`src/hdl/brb_pkg.sv`:
```
// Shared declarations for the byte ring buffer: command and status codes,
// field widths, default depth and the controller-to-datapath command bundle.
// No dependencies.
package brb_pkg;

  localparam int unsigned DEPTH_DEF = 1024;

  localparam int unsigned CMD_W   = 3;
  localparam int unsigned BYTE_W  = 8;
  localparam int unsigned CNT_W   = 10;
  localparam int unsigned ST_W    = 2;
  localparam int unsigned IN_TW   = 32;
  localparam int unsigned OUT_TW  = 56;

  localparam logic [CMD_W-1:0] CMD_PUSH      = 3'd0;
  localparam logic [CMD_W-1:0] CMD_DRAIN     = 3'd1;
  localparam logic [CMD_W-1:0] CMD_POP_FRONT = 3'd2;
  localparam logic [CMD_W-1:0] CMD_POP_BACK  = 3'd3;
  localparam logic [CMD_W-1:0] CMD_UPDATE    = 3'd4;

  localparam logic [ST_W-1:0] ST_OK    = 2'd0;
  localparam logic [ST_W-1:0] ST_FULL  = 2'd1;
  localparam logic [ST_W-1:0] ST_EMPTY = 2'd2;
  localparam logic [ST_W-1:0] ST_RANGE = 2'd3;

  typedef struct packed {
    logic load;    // capture the input transfer
    logic exec;    // apply the command to indices and store
    logic finish;  // load the result register
  } brb_ctl_t;

endpackage

```
`src/hdl/brb_ctrl.sv`:
```
// Sequencing state machine for the byte ring buffer.
// Depends on brb_pkg; drives the datapath through brb_ctl_t.
module brb_ctrl (
  input  logic            clk,
  input  logic            rst_n,
  input  logic            in_tvalid,
  output logic            in_tready,
  input  logic            out_busy,
  output brb_pkg::brb_ctl_t ctl
);
  import brb_pkg::*;

  typedef enum logic [2:0] {
    S_IDLE = 3'b001,
    S_EXEC = 3'b010,
    S_FIN  = 3'b100
  } state_t;

  state_t state_r, state_nxt;

  assign in_tready = (state_r == S_IDLE);

  always_comb begin
    state_nxt  = state_r;
    ctl        = '0;
    case (state_r)
      S_IDLE: begin
        if (in_tvalid) begin
          ctl.load  = 1'b1;
          state_nxt = S_EXEC;
        end
      end
      S_EXEC: begin
        ctl.exec  = 1'b1;
        state_nxt = S_FIN;
      end
      S_FIN: begin
        if (!out_busy) begin
          ctl.finish = 1'b1;
          state_nxt  = S_IDLE;
        end
      end
      default: state_nxt = S_IDLE;
    endcase
  end

  always_ff @(posedge clk) begin
    if (!rst_n) state_r <= S_IDLE;
    else        state_r <= state_nxt;
  end

endmodule

```
`config.mk`:
```
export PLATFORM = sky130hd
export DESIGN_NAME = brb_ctrl
export DESIGN_NICKNAME = d
export VERILOG_FILES = /design/src/hdl/brb_pkg.sv /design/src/hdl/brb_ctrl.sv
export SDC_FILE = /design/constraint.sdc
export NUM_CORES = 1
export LEC_CHECK = 0
export ABC_AREA = 1
export BUFFER_PORTS_ARGS = -buffer_cell sky130_fd_sc_hd__buf_2
export CAP_MARGIN = 0
export CORE_AREA = 2 2 39 41
export DETAILED_ROUTE_END_ITERATION = 12
export DIE_AREA = 0 0 41 43
export PLACE_DENSITY = 0.34
export SLEW_MARGIN = 15
export SYNTH_ARGS = -nofsm -noshare
export SYNTH_HDL_FRONTEND = slang
export SYNTH_SLANG_ARGS = --single-unit
```
`constraint.sdc`:
```
create_clock -name clk -period 0.8 [get_ports clk]
set_input_delay 0 -clock clk [delete_from_list [all_inputs] [get_ports clk]]
set_output_delay 0 -clock clk [all_outputs]
set_load 0.02 [all_outputs]
```
# [Word-level counts from Yosys, hierarchy flattened]
# Cells that the tools add are included.
[totals] reg_bits=3 out_inout_bits=4
[classes] eq_ne=5 n_mux=8 reduce_logical=1
[ops] op="$pmux 3 s3" count=1
[ops] op="$mux 3" count=2
[ops] op="$mux 1" count=5
[ops] op="$ne 2x2->1 const B" count=2
[ops] op="$eq 3x1->1 const B" count=1
[ops] op="$eq 3x2->1 const B" count=1
[ops] op="$eq 3x3->1 const B" count=1
[ops] op="$reduce_and 2->1" count=1

# [Logic depth before layout (Yosys ltp)]
# Gate-level depths: netlist of the first run.
[logic_depth] depth_word=3 mapped_depth=5

# [Worst setup path before layout of the first run]
# No wires, ideal clock.
[synth_path] kind="reg-to-output" from="register state_r[2]" to="output port ctl[0] (netlist name)" arrival_time_ns=1.079 t_required_ns=0.800 path_slack_ns=-0.279 path_stages_with_launch=3 n_path_buf=0 cell_sequence="dfxtp_1 inv_1 nor4_1"
[synth_lines] item="start, declared" line_no="brb_ctrl.sv:19" source="state_t state_r, state_nxt;"
[synth_lines] item="start signal, assigned" line_no="brb_ctrl.sv:49" source="else state_r <= state_nxt;"
[synth_lines] item="end, declared" line_no="brb_ctrl.sv:9" source="output brb_pkg::brb_ctl_t ctl"

==> run metrics, run 1 <==
I/O Pins=8; Worst EP required=0.80 ns; Netlist Area Pre-Place=158 µm²; synthesized instance count=22; share of cells above drive strength 1=67.6%; endpoints failing hold=0; largest net degree at the start of global routing=5; Iter 0 DRT Violations=0; max-slew violations=0; pre-CTS WS=-0.0591 ns; total routed wirelength=354 µm; failing checks=setup timing; initial antenna violation count=0; DR vias=about 180; Initial DRT Pass Iterations=1; crit path DAT=between 0.9 and 1 ns; CP Buf/Inv Count=2; Sinks on Clock Net=3; Die Y=43 µm; CTS tree=yes; worst vdd ir=738 µV; setup TNS=-0.866 ns; Fill cells=158; GR Overflow Total=0; Worst-Skew Late Latency=around 0.23 ns; register area share after synthesis=38.1%; post-synthesis register bit count=3; Antenna Cells=0; Clock Path Buffers=2; H-Tree Depth=1; Multi-input gate area=90.1 µm²; drc violations=0; max reg flops=3; drt wl/cell=7.08 µm; run status=complete, but fails checks; cell family with most CP delay=flip-flops; leak pwr=0.000143 µW; area delta synth->final=87.3%; Worst Tran Pin Value=0.174 ns; PD cells=2040 nW/µm²; Synthesized Nets=26; root buf cell=clkbuf_4; slowest stage cell, crit path=dfxtp_2; layout net count=39; most frequent cells in the layout=inv_1, nand3_1, clkbuf_4, buf_2, buf_4; port bufs=7; area of the core=1380 µm²; Distinct cells, synth=12; Final ANT Viol Nets=0; # rows=14; crit-path cells=inv_2 -> nor4_4 -> buf_4; syn avg cell area=about 7 µm²; final core occ=21.3%; yosys warns=0; Final WS setup=-0.187 ns; Final min period=between 0.9 and 1 ns; crit path launch type=flop; area of the die=1760 µm²; Crit Path Class=flop to output pin; vias in the first global route=176; final setup fails=6; Starting Density=11.4%; biggest regs=state_r (3); Area contributors post-synth=dfxtp_1, inv_1, nand3_1; Worst path max stage delay=0.34 ns; fmax=1010 MHz; crit-path max FO=3; Register Area=66.3 µm²; Num CTS Buffers=3; vias per cell=3.54; fin crit share=123%; gr usage total=~5.5%; Detailed Place HPWL=257 µm; Routability Congestion=0.634; global-route wire length before repair=579 µm; Crit. End Element=output pin; largest reg by FF count=state_r; Reg clk slew, reported paths=0.04 ns; Hold Path Class=input pin to flop; commonest non-fill, non-tap cell in the layout=inv_1; unrepaired setup endpoints after global routing=true; post-synth top area share=about two fifths; Yosys top cell by area=dfxtp_1; die width=41 µm; Max transition margin=88.3%; Final Skew=0.00548 ns; max cap viols=0
logic make-up after synthesis:
family                 share of synthesized area, %
AOI/OAI and AO/OA                              3.17
buffers and inverters                          19.0
DFF                                            38.1
and+or+nand+nor                                39.7
synthesized netlist by cell type (all sizes together):
cell type  n
nand2      2
dfxtp      3
buf        1
nor4       1
a21oi      1
nor3       1
inv        6
nor2       3
nand3      4
what timing repair did:
action | 4_1_cts | 5_1_grt
hold buffers | 1 | 0
endpoints found under the setup margin | 6 | 6
setup buffers | 1 | 0
pin swaps | 0 | 1
endpoints found under the hold margin | 1 | 0
gates resized for setup | 10 | 3
gates cloned | 0 | 0
worst register-to-register path: cells and delay by family, from the launching register on:
| family | cells | cell delay [ns] |
|---|---|---|
| DFF | 1 | 0.34 |
| and+or+nand+nor | 4 | 0.34 |
| buffers and inverters | 1 | 0.15 |
layout make-up:
class | count | share of cell area [%]
Timing Repair Buffer | 9 | 23.7
Inverter | 6 | 7.63
Clock buffer | 4 | 8.90
Sequential cell | 3 | 22.5
Multi-Input combinational cell | 12 | 30.5
Tap cell | 16 | 6.78
final timing paths:
check,cells past startpoint,slack (ns),end,start
worst max-delay path,3,-0.19,ctl[0],state_r[2]
worst min-delay path,3,0.07,state_r[1],in_tvalid
worst max register to register,5,-0.14,state_r[0],state_r[1]
worst min register to register,2,0.52,state_r[2],state_r[2]
power breakdown:
part / internal, µW / switching, µW / total, µW
combinational: 73.6 / 80.3 / 154
sequential: 165 / 18.8 / 184
clock: 187 / 76.5 / 263
total: 425 / 176 / 601
layer usage:
metal  global-route usage, %  vias up  wire length, µm
met5                       0        -                0
met2                    6.25        7              142
met3                    4.71        0               34
met1                    5.45       77              177
li1                        -       93                -
met4                    6.00        0                0
per-stage QoR:
stage | area, µm² | hold WS (ns) | cells | total power (µW)
2_1_floorplan | 173 | 0.0303 | 22 | 259
3_3_place_gp | 220 | 0.198 | 44 | 291
3_5_place_dp | 220 | 0.200 | 44 | 292
4_1_cts | 284 | 0.0383 | 50 | 609
5_1_grt | 295 | 0.0588 | 50 | 657
6_report | 295 | 0.0655 | 50 | 601
(Power assumes the default switching activity.)
==> run 2: changes to the inputs <==
ABC_AREA = 0   (was 1)
PLACE_DENSITY = 0.35   (was 0.34)
==> run metrics, run 2 <==
port bufs=7 (unchanged); Distinct cells, synth=12 (unchanged); Detailed Place HPWL=296 µm (+15%); I/O Pins=8 (unchanged); max-slew violations=0 (unchanged); initial antenna violation count=0 (unchanged); commonest non-fill, non-tap cell in the layout=buf_4; Final Skew=0.00376 ns (-0.00171 ns); fin crit share=133% (+9.2 points); post-synth top area share=36.1% (-2.0 points); Area contributors post-synth=dfxtp_1, and4bb_4, nand2b_1; failing checks=setup timing; Netlist Area Pre-Place=166 µm² (+5.6%); Worst-Skew Late Latency=0.24 ns (about the same); hold slack=0.0650 ns (-0.000511 ns); H-Tree Depth=1 (unchanged); EDFF count, synth=0 (unchanged); top cells by count, synth=dfxtp_1, nand2b_1; Routability Congestion=0.666 (+5.0%); syn avg cell area=11.1 µm² (+55%); Post-Synth XOR/XNOR Area=0% (unchanged); crit path DAT=1.06 ns (+0.07 ns); register area share after synthesis=36.1% (-2.0 points); GR Overflow Total=0 (unchanged); vias in the first global route=196 (+11%); Crit Path Class=flop to output pin; area of the die=1760 µm² (unchanged); Sinks on Clock Net=3 (unchanged); Placement Cell Area=243 µm² (+10%); max cap viols=0 (unchanged); # rows=14 (unchanged); max reg flops=3 (unchanged); synthesized instance count=15 (-32%); CTS tree=yes; Synth Area in Adders=0% (unchanged); share of cells above drive strength 1=73.3% (+5.7 points); Iter 0 DRT Violations=1 (+1); drt wl/cell=10.2 µm (+44%); Synth Area in Simple Gates=48.9% (+9.2 points); drc violations=0 (unchanged); layout net count=35 (-10%); Die Y=43 µm (unchanged); Antenna Cells=0 (unchanged); asr flop ratio synth=0% (unchanged); root buf cell=clkbuf_4; Reg clk slew, reported paths=0.04 ns (about the same); Initial DRT Pass Iterations=2 (+1); Num CTS Buffers=3 (unchanged); most common cell in the synthesized netlist=dfxtp_1; crit-path cells=and4bb_4 -> buf_6; run status=complete, but fails checks; largest net degree at the start of global routing=8 (+3); crit-path max FO=7 (+4); Max transition margin=75.5% (-13 points); Worst EP required=0.80 ns (about the same); Synthesized Nets=19 (-27%); largest family of logic cells by synthesized area=simple AND/OR/NAND/NOR gates; slowest stage cell, crit path=dfxtp_4; fmax=943 MHz (-6.9%); post-synthesis register bit count=3 (unchanged); worst vdd ir=350 µV (-53%); area of the core=1380 µm² (unchanged); Yosys top cell by area=dfxtp_1; Hold Path Class=input pin to flop; unrepaired setup endpoints after global routing=true; final setup fails=6 (unchanged); vias per cell=3.54 (about the same); Starting Density=12.0% (+0.63 points); Crit. End Element=output pin; Top FF cell, synth=dfxtp_1; total routed wirelength=468 µm (+32%); largest reg by FF count=state_r; Synth Area in Compound Gates=10.5% (+7.4 points); Worst Tran Pin Value=0.362 ns (+0.188 ns); endpoints failing hold=0 (unchanged); Final WS setup=-0.260 ns (-0.0735 ns); biggest regs=state_r (3); DR vias=163 (-7.9%); gr usage total=6.81% (+1.3 points); mux contribution to synthesized area=0% (unchanged); die width=41 µm (unchanged); Clock Path Buffers=2 (unchanged); leak pwr=0.000126 µW (-12%); Final min period=1.06 ns (+0.0735 ns); PD cells=1630 nW/µm² (-20%); Fill cells=153 (-3.2%); cell area after layout=339 µm² (+15%); Worst path max stage delay=0.36 ns (+0.02 ns); Final ANT Viol Nets=0 (unchanged); crit path launch type=flop; area delta synth->final=104%; yosys warns=0 (unchanged); most frequent cells in the layout=buf_4, clkbuf_4, buf_2, buf_6, dfxtp_4; global-route wire length before repair=752 µm (+30%)
[run 2: layer usage]
| metal | GRT usage [%] | wire [µm] |
|---|---|---|
| met1 | 6.71 | 174 |
| met2 | 10.9 | 288 |
| met3 | 0 | 4 |
| met4 | 8.00 | 0 |
| met5 | 0 | 0 |
[run 2: through the flow]
stage / total power, µW / setup WS [ns] / instances / setup TNS (ns) / util (%)
4_1_cts: 568 / -0.258 / 46 / -1.43 / 22.6
5_1_grt: 584 / -0.285 / 46 / -1.50 / 24.5
6_report: 553 / -0.260 / 46 / -1.30 / 24.5
2_1_floorplan: 222 / -0.101 / 15 / -0.244 / -
3_3_place_gp: 253 / -0.0887 / 39 / -0.214 / 17.5
3_5_place_dp: 254 / -0.155 / 39 / -0.332 / 17.5
[run 2: kinds of logic after synthesis]
group                  after synthesis
buffers and inverters                1
AO/OA/AOI/OAI                        2
AND/OR/NAND/NOR                      9
flip-flops                           3
[run 2: layout make-up]
class                   count  area [µm²]  share of cell area [%]
well taps                  16        20.0                    5.90
flip-flops and latches      3        71.3                    21.0
multi-input cells          11         125                    36.9
repair buffers             12        96.3                    28.4
clock buffers               4        26.3                    7.75
[run 2: where the power goes]
group          switching, µW  internal (µW)
Clock                   85.3            187
Sequential              18.5            154
Combinational           42.1           64.9
Total                    146            407
[run 2: worst paths after layout]
path | start | endpoint | slack [ns] | cells after the start
worst min register to register | state_r[1] | state_r[2] | 0.52 | 2
worst min-delay path | out_busy | state_r[2] | 0.07 | 3
worst max-delay path | state_r[1] | ctl[2] | -0.26 | 2
worst max register to register | state_r[1] | state_r[0] | -0.20 | 3
[run 2: timing repair]
item	in CTS	in global routing
hold buffers	1	0
pin swaps	1	3
endpoints found under the setup margin	6	6
endpoints found under the hold margin	1	0
setup buffers	2	0
resized for setup	6	7
[run 2: worst max-delay path: cells and delay by family (launching register included)]
kind | cells | cell delay (ns)
flip-flops | 1 | 0.36
buffers and inverters | 1 | 0.12
AND/OR/NAND/NOR | 1 | 0.34
==> run 3: changes to the inputs <==
CTS_BUF_LIST = sky130_fd_sc_hd__clkbuf_4 sky130_fd_sc_hd__clkbuf_8   (was not set)
SETUP_SLACK_MARGIN = 0.4   (was not set)
==> run metrics, run 3 (synthesis gave the netlist of run 2 again) <==
run status=complete, but fails checks; failing checks=hold timing, setup timing; Initial DRT Pass Iterations=2 (unchanged); area delta synth->final=93.2%; Routability Congestion=0.681 (+2.3%); Die Y=43 µm (unchanged); initial antenna violation count=0 (unchanged); Crit. End Element=output pin; # rows=14 (unchanged); Hold Path Class=input pin to flop; Worst-Skew Late Latency=0.23 ns (about the same); commonest non-fill, non-tap cell in the layout=buf_4; largest reg by FF count=state_r; vias per cell=3.68 (+3.9%); Clock Path Buffers=2 (unchanged); Design Power=563 µW (+1.9%); hold slack=-0.0163 ns (-0.0813 ns); setup TNS=-1.21 ns (+0.0881 ns); total routed wirelength=400 µm (-15%); r2r setup slk=-0.18 ns (+0.02 ns); Starting Density=12.0% (unchanged); H-Tree Depth=1 (unchanged); largest net degree at the start of global routing=8 (unchanged); unrepaired setup endpoints after global routing=true; dpl cells=39 (unchanged); Final WS setup=-0.228 ns (+0.0326 ns); Worst Tran Pin Value=0.349 ns (-0.0133 ns); crit-path max FO=5 (-2); worst vdd ir=956 µV (+170%); crit path capture=ctl[2]; crit path launch type=flop; Final min period=1.03 ns (-0.0326 ns); root buf cell=clkbuf_4; crit path launch=state_r[1]; max reg flops=3 (unchanged); I/O Pins=8 (unchanged); Post-Layout Cell Count=44 (-4.3%); port bufs=7 (unchanged); gr usage total=6.12% (-0.70 points); GR Overflow Total=0 (unchanged); leak pwr=0.000120 µW (-5.4%); Iter 0 DRT Violations=2 (+1); Final Skew=0.00106 ns (-0.00271 ns); pre-CTS WS=-0.103 ns (+0.0522 ns); worst r2r src=state_r[1]; r2r endpoint=state_r[0]; most frequent cells in the layout=buf_4, clkbuf_4, buf_2, dfxtp_4; vias in the first global route=179 (-8.7%); Num CTS Buffers=3 (unchanged); die width=41 µm (unchanged); crit path DAT=1.03 ns (-0.03 ns); DR vias=162 (-0.61%); fmax=973 MHz (+3.2%); Worst EP required=0.80 ns (about the same); share of cells above drive strength 1=78.6% (+5.2 points); biggest regs=state_r (3); global-route wire length before repair=655 µm (-13%); R2R depth=3 (unchanged); drc violations=0 (unchanged); fin crit share=128% (-4.1 points); Crit Path Class=flop to output pin; Placement Cell Area=245 µm² (+1.0%); drt wl/cell=9.09 µm (-11%); CTS tree=yes; Max transition margin=76.4% (+0.90 points); max cap viols=0 (unchanged); PD cells=1750 nW/µm² (+7.4%); Final ANT Viol Nets=0 (unchanged); Reg clk slew, reported paths=0.03 ns (about the same); endpoints failing hold=1 (+1); cell area after layout=322 µm² (-5.2%); layout net count=33 (-5.7%); Antenna Cells=0 (unchanged); area of the die=1760 µm² (unchanged); max-slew violations=0 (unchanged); final setup fails=7 (+1); Sinks on Clock Net=3 (unchanged); area of the core=1380 µm² (unchanged)
run 3: worst min-delay path by stage:
stage | startpoint | endpoint | slack, ns | cells past startpoint
after floorplan | out_busy | ctl[0] | 0.05 | 1
after global placement | rst_n | state_r[0] | 0.20 | 2
after detailed placement | rst_n | state_r[0] | 0.21 | 2
after CTS | rst_n | state_r[0] | -0.03 | 2
after global routing | rst_n | state_r[0] | -0.02 | 2
final | rst_n | state_r[0] | -0.02 | 2
run 3: per-stage QoR:
stage / hold slack [ns] / utilization, %
6_report: -0.0163 / 23.2
5_1_grt: -0.0246 / 23.2
4_1_cts: -0.0264 / 22.8
3_5_place_dp: 0.211 / 17.7
3_3_place_gp: 0.203 / 17.7
2_1_floorplan: 0.0531 / -
run 3: cell type report:
type / count / area [µm²]
sequential: 3 / 71.3
clock buffer: 4 / 30.0
multi-input combinational: 11 / 125
tap: 16 / 20.0
timing repair buffer: 10 / 75.1
fill: 155 / 1060
run 3: metal layers:
layer | GRT usage [%] | routed length, µm | up-vias
met5 | 0 | 0 | -
met4 | 4.00 | 0 | 0
met3 | 6.28 | 15 | 0
met2 | 8.13 | 234 | 5
met1 | 5.45 | 150 | 75
li1 | - | - | 82
run 3: power by group:
| part | switching, µW | leakage [µW] | total, µW | internal, µW |
|---|---|---|---|---|
| clock network | 71.0 | 0.0000184 | 291 | 220 |
| logic | 41.8 | 0.0000751 | 101 | 59.7 |
| registers | 15.6 | 0.0000261 | 170 | 155 |
run 3: worst max-delay path, cell delays in order (launching register included):
cell	delay, ns
dfxtp_4	0.35
and4bb_4	0.34
buf_6	0.11
run 3: repair_timing:
action,CTS,global route
endpoints found under the setup margin,7,7
gates resized for setup,10,1
pin swaps,4,1
setup buffers,1,0
hold endpoints to repair,1,1
